### src/hw/rtl/bmp_pkg.sv
`default_nettype none

package bmp_pkg;

    // Default geometry of the bitmap store.
    localparam int WORD_BITS_DEF  = 64;
    localparam int WORD_COUNT_DEF = 16;

    // Field widths of the request, response and configuration channels.
    localparam int CMD_W   = 3;
    localparam int WIDX_W  = 4;
    localparam int DATA_W  = 64;
    localparam int START_W = 10;
    localparam int COUNT_W = 11;
    localparam int TOTAL_W = 11;
    localparam int INDEX_W = 10;

    localparam logic [TOTAL_W-1:0] TOTAL_RESET = TOTAL_W'(1024);

    // Bit positions cover the largest store (256 words of 64 bits) plus one word.
    localparam int POS_W = 15;
    // Word numbers cover up to 256 words.
    localparam int IDX_W = 8;

    typedef enum logic [CMD_W-1:0] {
        CMD_CLEAR    = 3'd0,
        CMD_SET      = 3'd1,
        CMD_WRITE    = 3'd2,
        CMD_TEST     = 3'd3,
        CMD_TEST_ALL = 3'd4,
        CMD_START    = 3'd5,
        CMD_STEP     = 3'd6
    } bmp_cmd_t;

    typedef enum logic [1:0] {
        WR_NONE,
        WR_CLEAR,
        WR_SET,
        WR_WORD
    } bmp_wr_op_t;

    // Store update broadcast to every cell.
    typedef struct packed {
        bmp_wr_op_t          op;
        logic [WIDX_W-1:0]   index;
        logic [DATA_W-1:0]   data;
    } bmp_write_t;

    // Bit window of a sweep: lo is the first bit, hi the first bit past it.
    // Cells at or past hi take no part; use_hi also masks bits at or past hi.
    typedef struct packed {
        logic [POS_W-1:0] lo;
        logic [POS_W-1:0] hi;
        logic             use_hi;
    } bmp_sweep_t;

    // Status handed from cell to cell during a sweep.
    typedef struct packed {
        logic             hit;
        logic [IDX_W-1:0] pos;
        logic [IDX_W-1:0] last;
    } bmp_tag_t;

    typedef struct packed {
        logic               any_set;
        logic               found;
        logic [INDEX_W-1:0] bit_index;
        logic               range_error;
    } bmp_rsp_t;

endpackage

`default_nettype wire

### src/hw/rtl/bmp_ifs.sv
`default_nettype none

// Command request channel.
interface bmp_req_if
    import bmp_pkg::*;
();
    logic               valid;
    logic               ready;
    logic [CMD_W-1:0]   cmd;
    logic [WIDX_W-1:0]  word_index;
    logic [DATA_W-1:0]  word_data;
    logic [START_W-1:0] range_start;
    logic [COUNT_W-1:0] range_len;

    modport source (
        output valid, cmd, word_index, word_data, range_start, range_len,
        input  ready
    );
    modport sink (
        input  valid, cmd, word_index, word_data, range_start, range_len,
        output ready
    );
endinterface

// Result channel.
interface bmp_rsp_if
    import bmp_pkg::*;
();
    logic               valid;
    logic               ready;
    logic               any_set;
    logic               found;
    logic [INDEX_W-1:0] bit_index;
    logic               range_error;

    modport source (
        output valid, any_set, found, bit_index, range_error,
        input  ready
    );
    modport sink (
        input  valid, any_set, found, bit_index, range_error,
        output ready
    );
endinterface

// Configuration write channel for the bit total register.
interface bmp_cfg_if
    import bmp_pkg::*;
();
    logic               valid;
    logic               ready;
    logic [TOTAL_W-1:0] bit_total;

    modport source (
        output valid, bit_total,
        input  ready
    );
    modport sink (
        input  valid, bit_total,
        output ready
    );
endinterface

`default_nettype wire

### src/hw/rtl/bmp_ctrl.sv
`default_nettype none

module bmp_ctrl
    import bmp_pkg::*;
#(
    parameter int WORD_BITS  = WORD_BITS_DEF,
    parameter int WORD_COUNT = WORD_COUNT_DEF
)
(
    input  wire logic                 clk,
    input  wire logic                 rst_n,
    bmp_cfg_if.sink                   cfg,
    bmp_req_if.sink                   req,
    bmp_rsp_if.source                 rsp,
    output bmp_write_t                wr,
    output bmp_sweep_t                sweep,
    input  wire bmp_tag_t             tail_tag,
    input  wire logic [WORD_BITS-1:0] tail_word
);

    localparam int PW    = (WORD_COUNT > 1) ? $clog2(WORD_COUNT) : 1;
    localparam int CNT_W = $clog2(WORD_COUNT + 1);
    localparam int BIT_W = $clog2(WORD_BITS);
    localparam logic [CNT_W-1:0] CNT_DONE = CNT_W'(WORD_COUNT);
    localparam logic [POS_W-1:0] CAPACITY = POS_W'(WORD_BITS * WORD_COUNT);

    typedef enum logic [1:0] {
        S_IDLE,
        S_SWEEP,
        S_PICK,
        S_DONE
    } state_t;

    state_t               state_reg,     state_next;
    logic [CNT_W-1:0]     cnt_reg,       cnt_next;
    bmp_sweep_t           sweep_reg,     sweep_next;
    logic                 scan_mode_reg, scan_mode_next;
    logic [WORD_BITS-1:0] scan_word_reg, scan_word_next;
    logic [PW-1:0]        pos_reg,       pos_next;
    logic [TOTAL_W-1:0]   scan_end_reg,  scan_end_next;
    logic [TOTAL_W-1:0]   total_reg,     total_next;
    bmp_rsp_t             res_reg,       res_next;
    bmp_rsp_t             out_reg,       out_next;
    logic                 out_valid_reg, out_valid_next;

    logic [POS_W-1:0]     total;
    logic [POS_W-1:0]     start_ext;
    logic [POS_W-1:0]     end_ext;
    logic                 range_bad;
    logic [POS_W-1:0]     step_lo;
    logic [WORD_BITS-1:0] iso;
    logic [BIT_W-1:0]     low_bit;
    logic [POS_W-1:0]     pick_idx;
    logic                 req_fire;

    // Bits in use: the register value saturated to the store size.
    assign total = (POS_W'(total_reg) > CAPACITY) ? CAPACITY : POS_W'(total_reg);

    assign start_ext = POS_W'(req.range_start);
    assign end_ext   = POS_W'(req.range_start) + POS_W'(req.range_len);
    assign range_bad = (req.range_len == '0) || (start_ext >= total) || (end_ext > total);

    // A step over an empty word searches from the next word on.
    assign step_lo = POS_W'((pos_reg + 1'b1) * WORD_BITS);

    // Lowest set bit of the pending scan word.
    assign iso = scan_word_reg & (~scan_word_reg + 1'b1);
    always_comb
    begin
        low_bit = '0;
        for (int j = 0; j < WORD_BITS; j++)
        begin
            if (iso[j])
            begin
                low_bit = low_bit | BIT_W'(j);
            end
        end
    end
    assign pick_idx = POS_W'(pos_reg * WORD_BITS) + POS_W'(low_bit);

    assign req.ready = (state_reg == S_IDLE);
    assign req_fire  = req.valid && req.ready;
    assign cfg.ready = 1'b1;

    // Command sequencing.
    always_comb
    begin
        state_next     = state_reg;
        cnt_next       = cnt_reg;
        sweep_next     = sweep_reg;
        scan_mode_next = scan_mode_reg;
        scan_word_next = scan_word_reg;
        pos_next       = pos_reg;
        scan_end_next  = scan_end_reg;
        total_next     = total_reg;
        res_next       = res_reg;
        out_next       = out_reg;
        out_valid_next = out_valid_reg;

        wr.op    = WR_NONE;
        wr.index = req.word_index;
        wr.data  = req.word_data;

        if (cfg.valid && cfg.ready)
        begin
            total_next = cfg.bit_total;
        end

        if (rsp.valid && rsp.ready)
        begin
            out_valid_next = 1'b0;
        end

        unique case (state_reg)
            S_IDLE:
            begin
                if (req_fire)
                begin
                    res_next       = '0;
                    state_next     = S_DONE;
                    cnt_next       = '0;
                    scan_mode_next = 1'b0;
                    unique case (bmp_cmd_t'(req.cmd))
                        CMD_CLEAR: wr.op = WR_CLEAR;
                        CMD_SET:   wr.op = WR_SET;
                        CMD_WRITE: wr.op = WR_WORD;
                        CMD_TEST:
                        begin
                            if (range_bad)
                            begin
                                res_next.range_error = 1'b1;
                            end
                            else
                            begin
                                sweep_next = '{lo: start_ext, hi: end_ext, use_hi: 1'b1};
                                state_next = S_SWEEP;
                            end
                        end
                        CMD_TEST_ALL:
                        begin
                            sweep_next = '{lo: '0, hi: total, use_hi: 1'b0};
                            state_next = S_SWEEP;
                        end
                        CMD_START:
                        begin
                            if (range_bad)
                            begin
                                res_next.range_error = 1'b1;
                                scan_word_next       = '0;
                                pos_next             = '0;
                                scan_end_next        = '0;
                            end
                            else
                            begin
                                sweep_next     = '{lo: start_ext, hi: end_ext, use_hi: 1'b0};
                                scan_end_next  = TOTAL_W'(end_ext);
                                scan_mode_next = 1'b1;
                                state_next     = S_SWEEP;
                            end
                        end
                        CMD_STEP:
                        begin
                            if (|scan_word_reg)
                            begin
                                state_next = S_PICK;
                            end
                            else
                            begin
                                sweep_next     = '{lo: step_lo, hi: POS_W'(scan_end_reg),
                                                   use_hi: 1'b0};
                                scan_mode_next = 1'b1;
                                state_next     = S_SWEEP;
                            end
                        end
                        default: res_next = '0;
                    endcase
                end
            end

            S_SWEEP:
            begin
                if (cnt_reg == CNT_DONE)
                begin
                    if (!scan_mode_reg)
                    begin
                        res_next.any_set = tail_tag.hit;
                        state_next       = S_DONE;
                    end
                    else if (tail_tag.hit)
                    begin
                        pos_next       = tail_tag.pos[PW-1:0];
                        scan_word_next = tail_word;
                        state_next     = S_PICK;
                    end
                    else
                    begin
                        // Nothing left: park on the last word of the range.
                        pos_next       = tail_tag.last[PW-1:0];
                        scan_word_next = '0;
                        state_next     = S_DONE;
                    end
                end
                else
                begin
                    cnt_next = cnt_reg + 1'b1;
                end
            end

            S_PICK:
            begin
                // Consume the lowest bit; past the range end it reports nothing.
                scan_word_next = scan_word_reg & (scan_word_reg - 1'b1);
                if (pick_idx < POS_W'(scan_end_reg))
                begin
                    res_next.found     = 1'b1;
                    res_next.bit_index = pick_idx[INDEX_W-1:0];
                end
                state_next = S_DONE;
            end

            S_DONE:
            begin
                if (!out_valid_reg || rsp.ready)
                begin
                    out_next       = res_reg;
                    out_valid_next = 1'b1;
                    state_next     = S_IDLE;
                end
            end
        endcase
    end

    always_ff @(posedge clk or negedge rst_n)
    begin
        if (!rst_n)
        begin
            state_reg     <= S_IDLE;
            cnt_reg       <= '0;
            sweep_reg     <= '0;
            scan_mode_reg <= 1'b0;
            scan_word_reg <= '0;
            pos_reg       <= '0;
            scan_end_reg  <= '0;
            total_reg     <= TOTAL_RESET;
            res_reg       <= '0;
            out_reg       <= '0;
            out_valid_reg <= 1'b0;
        end
        else
        begin
            state_reg     <= state_next;
            cnt_reg       <= cnt_next;
            sweep_reg     <= sweep_next;
            scan_mode_reg <= scan_mode_next;
            scan_word_reg <= scan_word_next;
            pos_reg       <= pos_next;
            scan_end_reg  <= scan_end_next;
            total_reg     <= total_next;
            res_reg       <= res_next;
            out_reg       <= out_next;
            out_valid_reg <= out_valid_next;
        end
    end

    assign sweep           = sweep_reg;
    assign rsp.valid       = out_valid_reg;
    assign rsp.any_set     = out_reg.any_set;
    assign rsp.found       = out_reg.found;
    assign rsp.bit_index   = out_reg.bit_index;
    assign rsp.range_error = out_reg.range_error;

endmodule

`default_nettype wire

### src/flat_wrapper.sv
// flat-port wrapper written by rule: the top's interface ports become plain ports
module bmp_ctrl_flat import bmp_pkg::*;
#(
    parameter int WORD_BITS  = WORD_BITS_DEF,
    parameter int WORD_COUNT = WORD_COUNT_DEF
)
  (clk, rst_n, wr, sweep, tail_tag, tail_word, cfg_valid, cfg_bit_total, cfg_ready, req_valid, req_cmd, req_word_index, req_word_data, req_range_start, req_range_len, req_ready, rsp_valid, rsp_any_set, rsp_found, rsp_bit_index, rsp_range_error, rsp_ready);
  bmp_cfg_if cfg_i ();
  bmp_req_if req_i ();
  bmp_rsp_if rsp_i ();
  input  wire logic clk;
  input  wire logic rst_n;
  output bmp_write_t wr;
  output bmp_sweep_t sweep;
  input  wire bmp_tag_t tail_tag;
  input  wire logic [WORD_BITS-1:0] tail_word;
  input wire logic [$bits(cfg_i.valid)-1:0] cfg_valid;
  input wire logic [$bits(cfg_i.bit_total)-1:0] cfg_bit_total;
  output wire logic [$bits(cfg_i.ready)-1:0] cfg_ready;
  input wire logic [$bits(req_i.valid)-1:0] req_valid;
  input wire logic [$bits(req_i.cmd)-1:0] req_cmd;
  input wire logic [$bits(req_i.word_index)-1:0] req_word_index;
  input wire logic [$bits(req_i.word_data)-1:0] req_word_data;
  input wire logic [$bits(req_i.range_start)-1:0] req_range_start;
  input wire logic [$bits(req_i.range_len)-1:0] req_range_len;
  output wire logic [$bits(req_i.ready)-1:0] req_ready;
  output wire logic [$bits(rsp_i.valid)-1:0] rsp_valid;
  output wire logic [$bits(rsp_i.any_set)-1:0] rsp_any_set;
  output wire logic [$bits(rsp_i.found)-1:0] rsp_found;
  output wire logic [$bits(rsp_i.bit_index)-1:0] rsp_bit_index;
  output wire logic [$bits(rsp_i.range_error)-1:0] rsp_range_error;
  input wire logic [$bits(rsp_i.ready)-1:0] rsp_ready;
  assign cfg_i.valid = cfg_valid;
  assign cfg_i.bit_total = cfg_bit_total;
  assign cfg_ready = cfg_i.ready;
  assign req_i.valid = req_valid;
  assign req_i.cmd = req_cmd;
  assign req_i.word_index = req_word_index;
  assign req_i.word_data = req_word_data;
  assign req_i.range_start = req_range_start;
  assign req_i.range_len = req_range_len;
  assign req_ready = req_i.ready;
  assign rsp_valid = rsp_i.valid;
  assign rsp_any_set = rsp_i.any_set;
  assign rsp_found = rsp_i.found;
  assign rsp_bit_index = rsp_i.bit_index;
  assign rsp_range_error = rsp_i.range_error;
  assign rsp_i.ready = rsp_ready;
  bmp_ctrl #(.WORD_BITS(WORD_BITS), .WORD_COUNT(WORD_COUNT)) u_core (.clk(clk), .rst_n(rst_n), .cfg(cfg_i), .req(req_i), .rsp(rsp_i), .wr(wr), .sweep(sweep), .tail_tag(tail_tag), .tail_word(tail_word));
endmodule
### config.mk
export PLATFORM = sky130hd
export DESIGN_NAME = bmp_ctrl_flat
export DESIGN_NICKNAME = d
export VERILOG_FILES = /design/src/hw/rtl/bmp_pkg.sv /design/src/hw/rtl/bmp_ifs.sv /design/src/hw/rtl/bmp_ctrl.sv /design/src/flat_wrapper.sv
export SDC_FILE = /design/constraint.sdc
export NUM_CORES = 1
export LEC_CHECK = 0
export BUFFER_PORTS_ARGS = -buffer_cell sky130_fd_sc_hd__buf_2
export CORE_ASPECT_RATIO = 1.75
export CORE_MARGIN = 4
export CORE_UTILIZATION = 53
export DETAILED_ROUTE_END_ITERATION = 6
export GPL_ROUTABILITY_DRIVEN = 0
export PLACE_DENSITY = 0.82
export SETUP_SLACK_MARGIN = 0.05
export SLEW_MARGIN = 5
export SYNTH_ARGS = -nofsm -noshare
export SYNTH_HDL_FRONTEND = slang
export SYNTH_SLANG_ARGS = --single-unit
### constraint.sdc
create_clock -name clk -period 5.6 [get_ports clk]
set_input_delay 0.28 -clock clk [delete_from_list [all_inputs] [get_ports clk]]
set_output_delay 0.28 -clock clk [all_outputs]
set_load 0.05 [all_outputs]
# After elaboration in Yosys (flattened, before gate mapping)
# Index checks and enable logic that the tools add are counted.
# word_totals
out_inout_bits	117
reg_bits	156
in_bits	189
# op_classes
bitwise	3
n_mux	209
n_eq_ne	23
addsub	6
n_reduce_logical	23
magnitude_cmp	4
# op_table
operator	n
$mux 64	18
$mux 31	16
$mux 6	32
$pmux 64 s3	1
$mux 11	12
$and 64x64->64	2
$pmux 31 s4	1
$mux 4	26
$mux 5	20
$add 64x1->64 const B	1
$mux 2	32
$not 64->64	1
$reduce_or 64->1	1
$sub 64x1->64 const B	1
$mux 13	4
$mux 1	32
$mux 12	2
$pmux 11 s2	1
$reduce_and 6->1	3
$pmux 2 s4	2
$ge 10x15->1	1
$gt 15x15->1	1
$lt 15x11->1	1
$add 10x11->12	1
30 further kinds	56

# Logic depth before layout (Yosys ltp)
# Gate-level depths: netlist of the first run.
# depth
word_depth	71
mapped_depth	23

# Worst setup path after synthesis of the first run
# Ideal clock, no wire load.
# synth_path
path_type	flip-flop to flip-flop
startpoint	reg u_core.scan_word_reg[10]
endpoint	reg u_core.res_reg[1] (netlist name)
slack_ns	1.318
setup_time_ns	0.120
arrival_ns	4.162
stages_incl_launch_ff	22
period_less_slack_ns	4.282
required_ns	5.480
path_buffers	3
path_cell_list	dfrtp_1 > nor4_1 > nand4_1 > or3_1 > clkbuf_1 > clkbuf_1 > nor4_1 > a31oi_1 > nand3_1 > nand4b_1 > or4_1 > ha_1 > nand4_1 > nor2_1 > nor2_1 > a21oi_1 > a211oi_1 > nor2_1 > clkbuf_1 > nor3_1 > a22o_1 > a31o_2
# synth_via
elab_chain_len	61
# synth_rtl
element	line_no	text
start, declared	bmp_ctrl.sv:38	logic [WORD_BITS-1:0] scan_word_reg, scan_word_next;
start signal, assigned	bmp_ctrl.sv:255	scan_word_reg <= scan_word_next;
$not 64->64	bmp_ctrl.sv:67	assign iso = scan_word_reg & (~scan_word_reg + 1'b1);
$add 64x1->64	bmp_ctrl.sv:67	
$and 64x64->64 (*)	bmp_ctrl.sv:67	
$mux 4 (6 in a row)	bmp_ctrl.sv:73	if (iso[j])
$mux 5 (16 in a row)	bmp_ctrl.sv:73	
$mux 6 (31 in a row)	bmp_ctrl.sv:73	
$mux 6 (*)	bmp_ctrl.sv:73	
$add 10x6->11 (*)	bmp_ctrl.sv:79	assign pick_idx = POS_W'(pos_reg * WORD_BITS) + POS_W'(low_bit);
$lt 15x11->1	bmp_ctrl.sv:213	if (pick_idx < POS_W'(scan_end_reg))
$ne 2x1->1 (no source line)	-	
$reduce_and 3->1 (no source line)	-	
end signal, assigned	bmp_ctrl.sv:259	res_reg <= res_next;
end, declared	bmp_ctrl.sv:42	bmp_rsp_t res_reg, res_next;
# Every way passes the cells marked *; elsewhere a longest branch is shown, timed or not. The select of a mux whose other input is x is not followed.
# A chain may end at the register's enable or synchronous reset.

# Worst setup path in the final report of the first run
# layout_path
startpoint	reg u_core.scan_word_reg[20]
endpoint	reg u_core.res_reg[8] (netlist name)
# layout_via
elab_chain_len	51
# layout_rtl
element	line_no
$not 64->64	bmp_ctrl.sv:67
$add 64x1->64	bmp_ctrl.sv:67
$and 64x64->64 (*)	bmp_ctrl.sv:67
$mux 5 (12 in a row)	bmp_ctrl.sv:73
$mux 6 (31 in a row)	bmp_ctrl.sv:73
$mux 6 (*)	bmp_ctrl.sv:73
$add 10x6->11 (*)	bmp_ctrl.sv:79
$lt 15x11->1 / $mux 11 (equally long branches)	bmp_ctrl.sv:213
$ne 2x1->1 (no source line) / $mux 11 (equally long branches)	-
$reduce_and 3->1 (no source line) / $pmux 11 s2 (equally long branches)	-
# Marks and branches as above.

==> reports/qor.yml, run 1 <==
outcome:
  outcome: "completed"
layout:
  num-fill-cells: 1667
  fin_util_pct: 59.9
  design.final.nets: 1484
  drive_gt1_share_pct: 21.5
  num_antenna_cells: 0
  largest_register_ff_count: 64
  areaGrowthSynthToFinish_pct: 10.7
setup_path:
  timing.critical_path.fanout_max: 13
  worst_setup_path_end_kind: "flip-flop"
  criticalPathCategory: "reg2reg"
  crit_chain: "or4_1 > nand3b_1 > nor3_2 > buf_4 > nand3_1 > nor4_1 > buf_4 > a2111o_1 > or3_1 > ha_1 > a21oi_1 > nor2_1 > nor2_1 > a21oi_1 > a211oi_1 > nor2_2 > inv_1 > nand2_1 > a311o_1"
  crit_arrival_ns: 5.45
  cp_slowest_cell: "or4_1"
  worst_path_dominant_cell_family: "simple AND/OR/NAND/NOR gates"
  cp_data_required_time_ns: 5.91
  cp_num_buf_inv: 3
  cp-start-kind: "flip-flop"
  max_stage_delay_ns: 0.61
routing:
  detail_route.wl_per_cell_um: 21.7
  detail-route-antenna-nets: 0
  drt_first_iter_violations: 1216
  wl_met2_um: 16600
  met1_length_um: 10800
  totalWireLength_um: 32500
  met3_routed_wl_um: 2300
  top_layer: "met4"
  dr_total_vias: 9914
  drc: 0
  detail_route.vias_per_cell: 6.60
  tritonroute_pass_1_iters: 7
yosys:
  ys_warn_count: 0
  number_of_enable_flip_flop_cells_after_synthesis: 0
  post_synth.cell_area_avg_sq_um: 8.81
  yosysUniqueCellTypes: 81
  async_reset_ff_share_pct: 100
  synth_top_flop_cell: "dfrtp_1"
  synth.ff_latch_count: 149
  syn_inst: 1184
  post_synth_instance_area_sq_um: 10400
  seq_area_frac_synth_pct: 35.8
place:
  port_buffers: 153
  placed_wire_length_estimate_after_detailed_placement_um: 23800
cts:
  cts_setup_buffers: 0
  cts_max_path_buffers: 2
  clock_insertion_delay_worst_skew_ns: 0.44
  clk_transition_reported_paths_ns: 0.06
  cts_made_buffers: 17
  cts.htree.levels: 4
  cts_sinks: 149
  clockRootBuffer: "clkbuf_16"
  clock_tree_from_tritoncts: "done"
die:
  ios: 306
  die-area_sq_um: 22100
  placementRows: 67
  floorplan.initialDensity_pct: 54.1
  design.core.area_sq_um: 19300
  chipWidth_um: 114
  fp.dieH_um: 194
global_routing:
  grt_overflow_total: 0
  grt_pass1_wl_um: 51600
  grt_start_max_net_pins: 101
  antenna_found_initial: 0
  number_of_global_route_vias_before_repair: 9891
  grt_usage_pct: 29.4
run:
  maxCapViolCount: 0
sta:
  min_period_over_period_pct: 91.8
  timing_worst_slew_pin_value_ns: 1.19
  post-route-min-period_ns: 5.14
  clock_skew_ns: 0.0112
  timing.max_slew.rel_slack_pct: 19.7
  drv_slew: 0
  unrepaired_setup_endpoints_after_global_routing: "false"
  achievable-frequency_ghz: 0.194
  final_hold_viol_count: 0
  fin_setup_tns_ns: 0
  finalSetupViolCount: 0
min_path:
  min_path_type: "in2reg"
-- Yosys cell counts, types with 14 or more instances --
master / number / area, sq um
a21oi_1: 43 / 215
o21ai_0: 90 / 450
mux2_4: 14 / 210
clkbuf_1: 45 / 169
a22o_1: 65 / 569
nor3_1: 57 / 285
buf_4: 77 / 578
inv_1: 49 / 184
nor2_1: 82 / 308
or4_1: 15 / 113
ha_1: 47 / 588
dfrtp_1: 148 / 3700
mux2_2: 30 / 338
nand3_1: 36 / 180
nand2_1: 107 / 402
nand4_1: 24 / 150
nor4_1: 25 / 156
-- placed cells by master, fill, tap and decap left out, types with 6 or more instances in the layout --
| cell | netlist | routed |
|---|---|---|
| buf_2 | 6 | 152 |
| dfrtp_1 | 148 | 148 |
| nand2_1 | 107 | 107 |
| o21ai_0 | 90 | 90 |
| nor2_1 | 82 | 80 |
| a22o_1 | 65 | 65 |
| nor3_1 | 57 | 57 |
| inv_1 | 49 | 49 |
| ha_1 | 47 | 47 |
| a21oi_1 | 43 | 43 |
| nand3_1 | 36 | 36 |
| mux2_2 | 30 | 30 |
| nor4_1 | 25 | 25 |
| nand4_1 | 24 | 24 |
| buf_4 | 77 | 20 |
| clkbuf_16 | 0 | 17 |
| or4_1 | 15 | 15 |
| mux2_4 | 14 | 14 |
| a21o_1 | 13 | 13 |
| or3_1 | 11 | 11 |
| and3_1 | 11 | 11 |
| nor2b_1 | 11 | 11 |
| and2_1 | 10 | 10 |
| xnor2_1 | 10 | 10 |
| o211ai_1 | 10 | 10 |
| a211oi_1 | 10 | 10 |
| conb_1 | 2 | 8 |
| o31ai_1 | 7 | 7 |
| nand2b_1 | 7 | 7 |
| a311o_1 | 7 | 7 |
| mux2i_1 | 7 | 7 |
| or2_2 | 6 | 6 |
| a31oi_1 | 6 | 6 |
| o22ai_1 | 6 | 6 |
-- per-stage QoR --
| step | cell area (sq um) | hold slack (ns) | std cells | worst slack (ns) |
|---|---|---|---|---|
| global route | 11500 | 0.0542 | 1501 | 0.0849 |
| global placement | 10900 | 0.432 | 1468 | 0.662 |
| finish | 11500 | 0.0586 | 1501 | 0.457 |
| detailed placement | 10900 | 0.439 | 1468 | 0.602 |
| CTS | 11500 | 0.0473 | 1501 | 0.574 |
| floorplan | 10400 | -0.0156 | 1190 | 1.32 |
-- metal layers --
metal,up-vias,global-route usage [%]
met3,222,5.10
met4,0,22.2
met2,636,50.5
met1,4645,31.5
met5,-,0
li1,4411,-
-- worst reg2reg max path: stages, from the launching register on --
cell,delay (ns)
dfrtp_1,0.43
or4_1,0.61
nand3b_1,0.29
nor3_2,0.47
buf_4,0.25
nand3_1,0.15
nor4_1,0.48
buf_4,0.23
a2111o_1,0.17
or3_1,0.16
ha_1,0.25
a21oi_1,0.15
nor2_1,0.05
nor2_1,0.08
a21oi_1,0.07
a211oi_1,0.27
nor2_2,0.16
inv_1,0.19
nand2_1,0.17
a311o_1,0.40
-- worst paths after layout --
| check | from | to | slack, ns | cells past startpoint |
|---|---|---|---|---|
| setup / recovery | u_core.scan_word_reg[20] | u_core.res_reg[8] | 0.46 | 19 |
| hold / removal | cfg_bit_total[10] | u_core.total_reg[10] | 0.06 | 3 |
| setup reg to reg | u_core.scan_word_reg[20] | u_core.res_reg[8] | 0.46 | 19 |
| hold reg to reg | u_core.sweep[12] | u_core.sweep[12] | 0.49 | 1 |
| max in group asynchronous | rst_n | u_core.scan_word_reg[34] | 3.82 | 3 |
| min in group asynchronous | rst_n | u_core.sweep[17] | 0.52 | 2 |
-- logic make-up (layout without fill, tap and decap cells) --
group	after synthesis	after routing	synth area share (%)
adders and majority gates	48	48	5.83
AOI/OAI and AO/OA	309	309	20.6
buffers and inverters	186	256	9.70
xor gates and xnor gates	15	15	1.26
other	2	8	0.0720
DFF	149	149	35.8
muxes	51	51	5.93
and+or+nand+nor	424	424	20.8
-- timing repair --
item                                    in CTS  in global routing
hold buffers                                 1                  0
endpoints found under the setup margin       0                  5
gates resized for setup                      0                  1
hold endpoints to repair                    60                  0
-- layout make-up --
class	instances	area [sq um]	share of cell area (%)
Inverter	49	184	1.59
Timing Repair Buffer	175	952	8.25
Clock inverter	13	218	1.89
Sequential cell	149	3730	32.3
Tap cell	241	302	2.61
Multi-Input combinational cell	855	5720	49.5
Clock buffer	19	443	3.84
Power of run 1 is left out: the tool's default activity adds up to more than one toggle a clock period on the data nets, which glitch-free logic cannot reach.
==> run 2, diff against run 1 <==
Settings changed: REMOVE_ABC_BUFFERS set to 1.
==> reports/qor.yml, run 2 (synthesized netlist as in run 1, its figures left out) <==
outcome:
  outcome: "completed"
setup_path:
  crit-reg2reg-launch: "u_core.scan_word_reg[6]"
  timing.critical_path.fanout_max: 13
  cp_slowest_cell: "or3_1"
  cp_data_required_time_ns: 5.97
  most_frequent_cell_on_critical_path: "nor2_1"
  ff2ff_path_depth: 19
  crit_arrival_ns: 5.50
  timing.rr.end: "u_core.res_reg[7]"
  register_to_register_setup_slack_ns: 0.47
  worst_setup_path_end_kind: "flip-flop"
  criticalPathCategory: "reg2reg"
  cp-start-kind: "flip-flop"
  timing.critical_path.from: "u_core.scan_word_reg[6]"
  crit_chain: "nor3_1 > nand4_1 > or3_1 > nor3_4 > nand3_1 > o2111ai_1 > a21oi_1 > nand2_1 > or4_1 > ha_1 > nand4_1 > nor2_1 > nor2_1 > a21oi_1 > a211oi_1 > nor2_1 > inv_1 > nand2_1 > a311o_1"
  max_stage_delay_ns: 0.59
sta:
  achievable-frequency_ghz: 0.195
  finalSetupViolCount: 0
  timing_worst_slew_pin_value_ns: 1.03
  drv_slew: 0
  unrepaired_setup_endpoints_after_global_routing: "false"
  post-route-min-period_ns: 5.13
  finalHoldWorstSlack_ns: 0.0587
  clock_skew_ns: 0.0112
  final_hold_viol_count: 0
  timing.max_slew.rel_slack_pct: 30.7
  min_period_over_period_pct: 91.6
  fin_setup_tns_ns: 0
global_routing:
  grt_pass1_wl_um: 59500
  grt_overflow_total: 0
  antenna_found_initial: 1
  grt_start_max_net_pins: 98
  grt_usage_pct: 35.8
  number_of_global_route_vias_before_repair: 9859
min_path:
  worstHoldEndpoint: "u_core.scan_word_reg[15]"
  min_delay_path_depth: 2
  min_path_type: "in2reg"
  hold_start: "tail_word[15]"
layout:
  num_antenna_cells: 0
  top_library_cells_by_usage_in_the_layout_fill_and_taps_aside: "152 x buf_2, 148 x dfrtp_1, 107 x nand2_1"
  num-fill-cells: 1729
  fin_util_pct: 59.4
  post-route-cell-area_sq_um: 11500
  largest_register_ff_count: 64
  areaGrowthSynthToFinish_pct: 9.83
  design.final.nets: 1482
  layout.cells.most_common: "buf_2"
  drive_gt1_share_pct: 21.4
cts:
  clockRootBuffer: "clkbuf_16"
  clock_tree_from_tritoncts: "done"
  clk_transition_reported_paths_ns: 0.07
  cts.htree.levels: 4
  clock_insertion_delay_worst_skew_ns: 0.44
  cts_sinks: 149
  cts_setup_buffers: 0
  cts_max_path_buffers: 2
  cts_made_buffers: 17
die:
  fp.dieH_um: 194
  chipWidth_um: 114
  placementRows: 67
  design.core.area_sq_um: 19300
  ios: 306
  floorplan.initialDensity_pct: 54.1
  die-area_sq_um: 22100
routing:
  detail_route.vias_per_cell: 6.65
  totalWireLength_um: 39500
  tritonroute_pass_1_iters: 6
  dr_total_vias: 9961
  detail_route.wl_per_cell_um: 26.3
  detail-route-antenna-nets: 0
  drc: 0
  drt_first_iter_violations: 969
place:
  placed_wire_length_estimate_after_detailed_placement_um: 31400
  port_buffers: 153
  placed_area_sq_um: 10900
run:
  maxCapViolCount: 0
-- run 2: cell types whose count changed in the layout (fill, tap and decap cells not counted), sizes merged --
| cell | before | now |
|---|---|---|
| bufinv | 5 | 1 |
| buf | 174 | 172 |
| clkinv | 1 | 3 |
| clkinvlp | 2 | 4 |
| clkbuf | 19 | 20 |
| inv | 54 | 53 |
-- run 2: per-layer routing --
metal	vias to the layer above	GRT usage [%]	part of all wire (%)
met5	-	0.920	0.051
met4	2	26.3	9.3
met3	175	19.0	14
met2	651	59.9	49
met1	4727	31.6	28
li1	4406	-	-
-- run 2: critical path, delay by kind of cell (launching register included) --
kind	cells	cell delay, ns
flops	1	0.44
compound gates	5	0.66
buf+inv	1	0.26
fa+ha+maj	1	0.14
simple gates	12	3.54
-- run 2: worst max path at each step --
stage | depth (start not counted) | endpoint | slack, ns
after floorplan | 19 | u_core.scan_word_reg[52] | -0.009
after global placement | 18 | u_core.res_reg[8] | 0.61
after detailed placement | 18 | u_core.res_reg[8] | 0.47
after CTS | 18 | u_core.res_reg[7] | 0.45
after global routing | 19 | u_core.res_reg[7] | 0.19
final | 19 | u_core.res_reg[7] | 0.47
-- run 2: area by class of cell --
class                   instances  area (sq um)  area share [%]
flip-flops and latches        149          3730            32.6
clock buffers                  20           457            3.99
clock inverters                12           120            1.05
well taps                     241           302            2.63
repair buffers                173           937            8.18
inverters                      49           184            1.61
multi-input cells             855          5720            50.0
-- run 2: through the flow --
stage               setup WS, ns  instances
floorplan               -0.00935       1053
global placement           0.615       1466
detailed placement         0.473       1466
CTS                        0.451       1499
global route               0.187       1499
finish                     0.473       1499
-- run 2: what timing repair did --
action | CTS | global route
hold endpoints to repair | 76 | 0
hold buffers | 1 | 0
setup endpoints to repair | 0 | 5
gates resized for setup | 0 | 1
Power of run 2 is left out for the same reason.
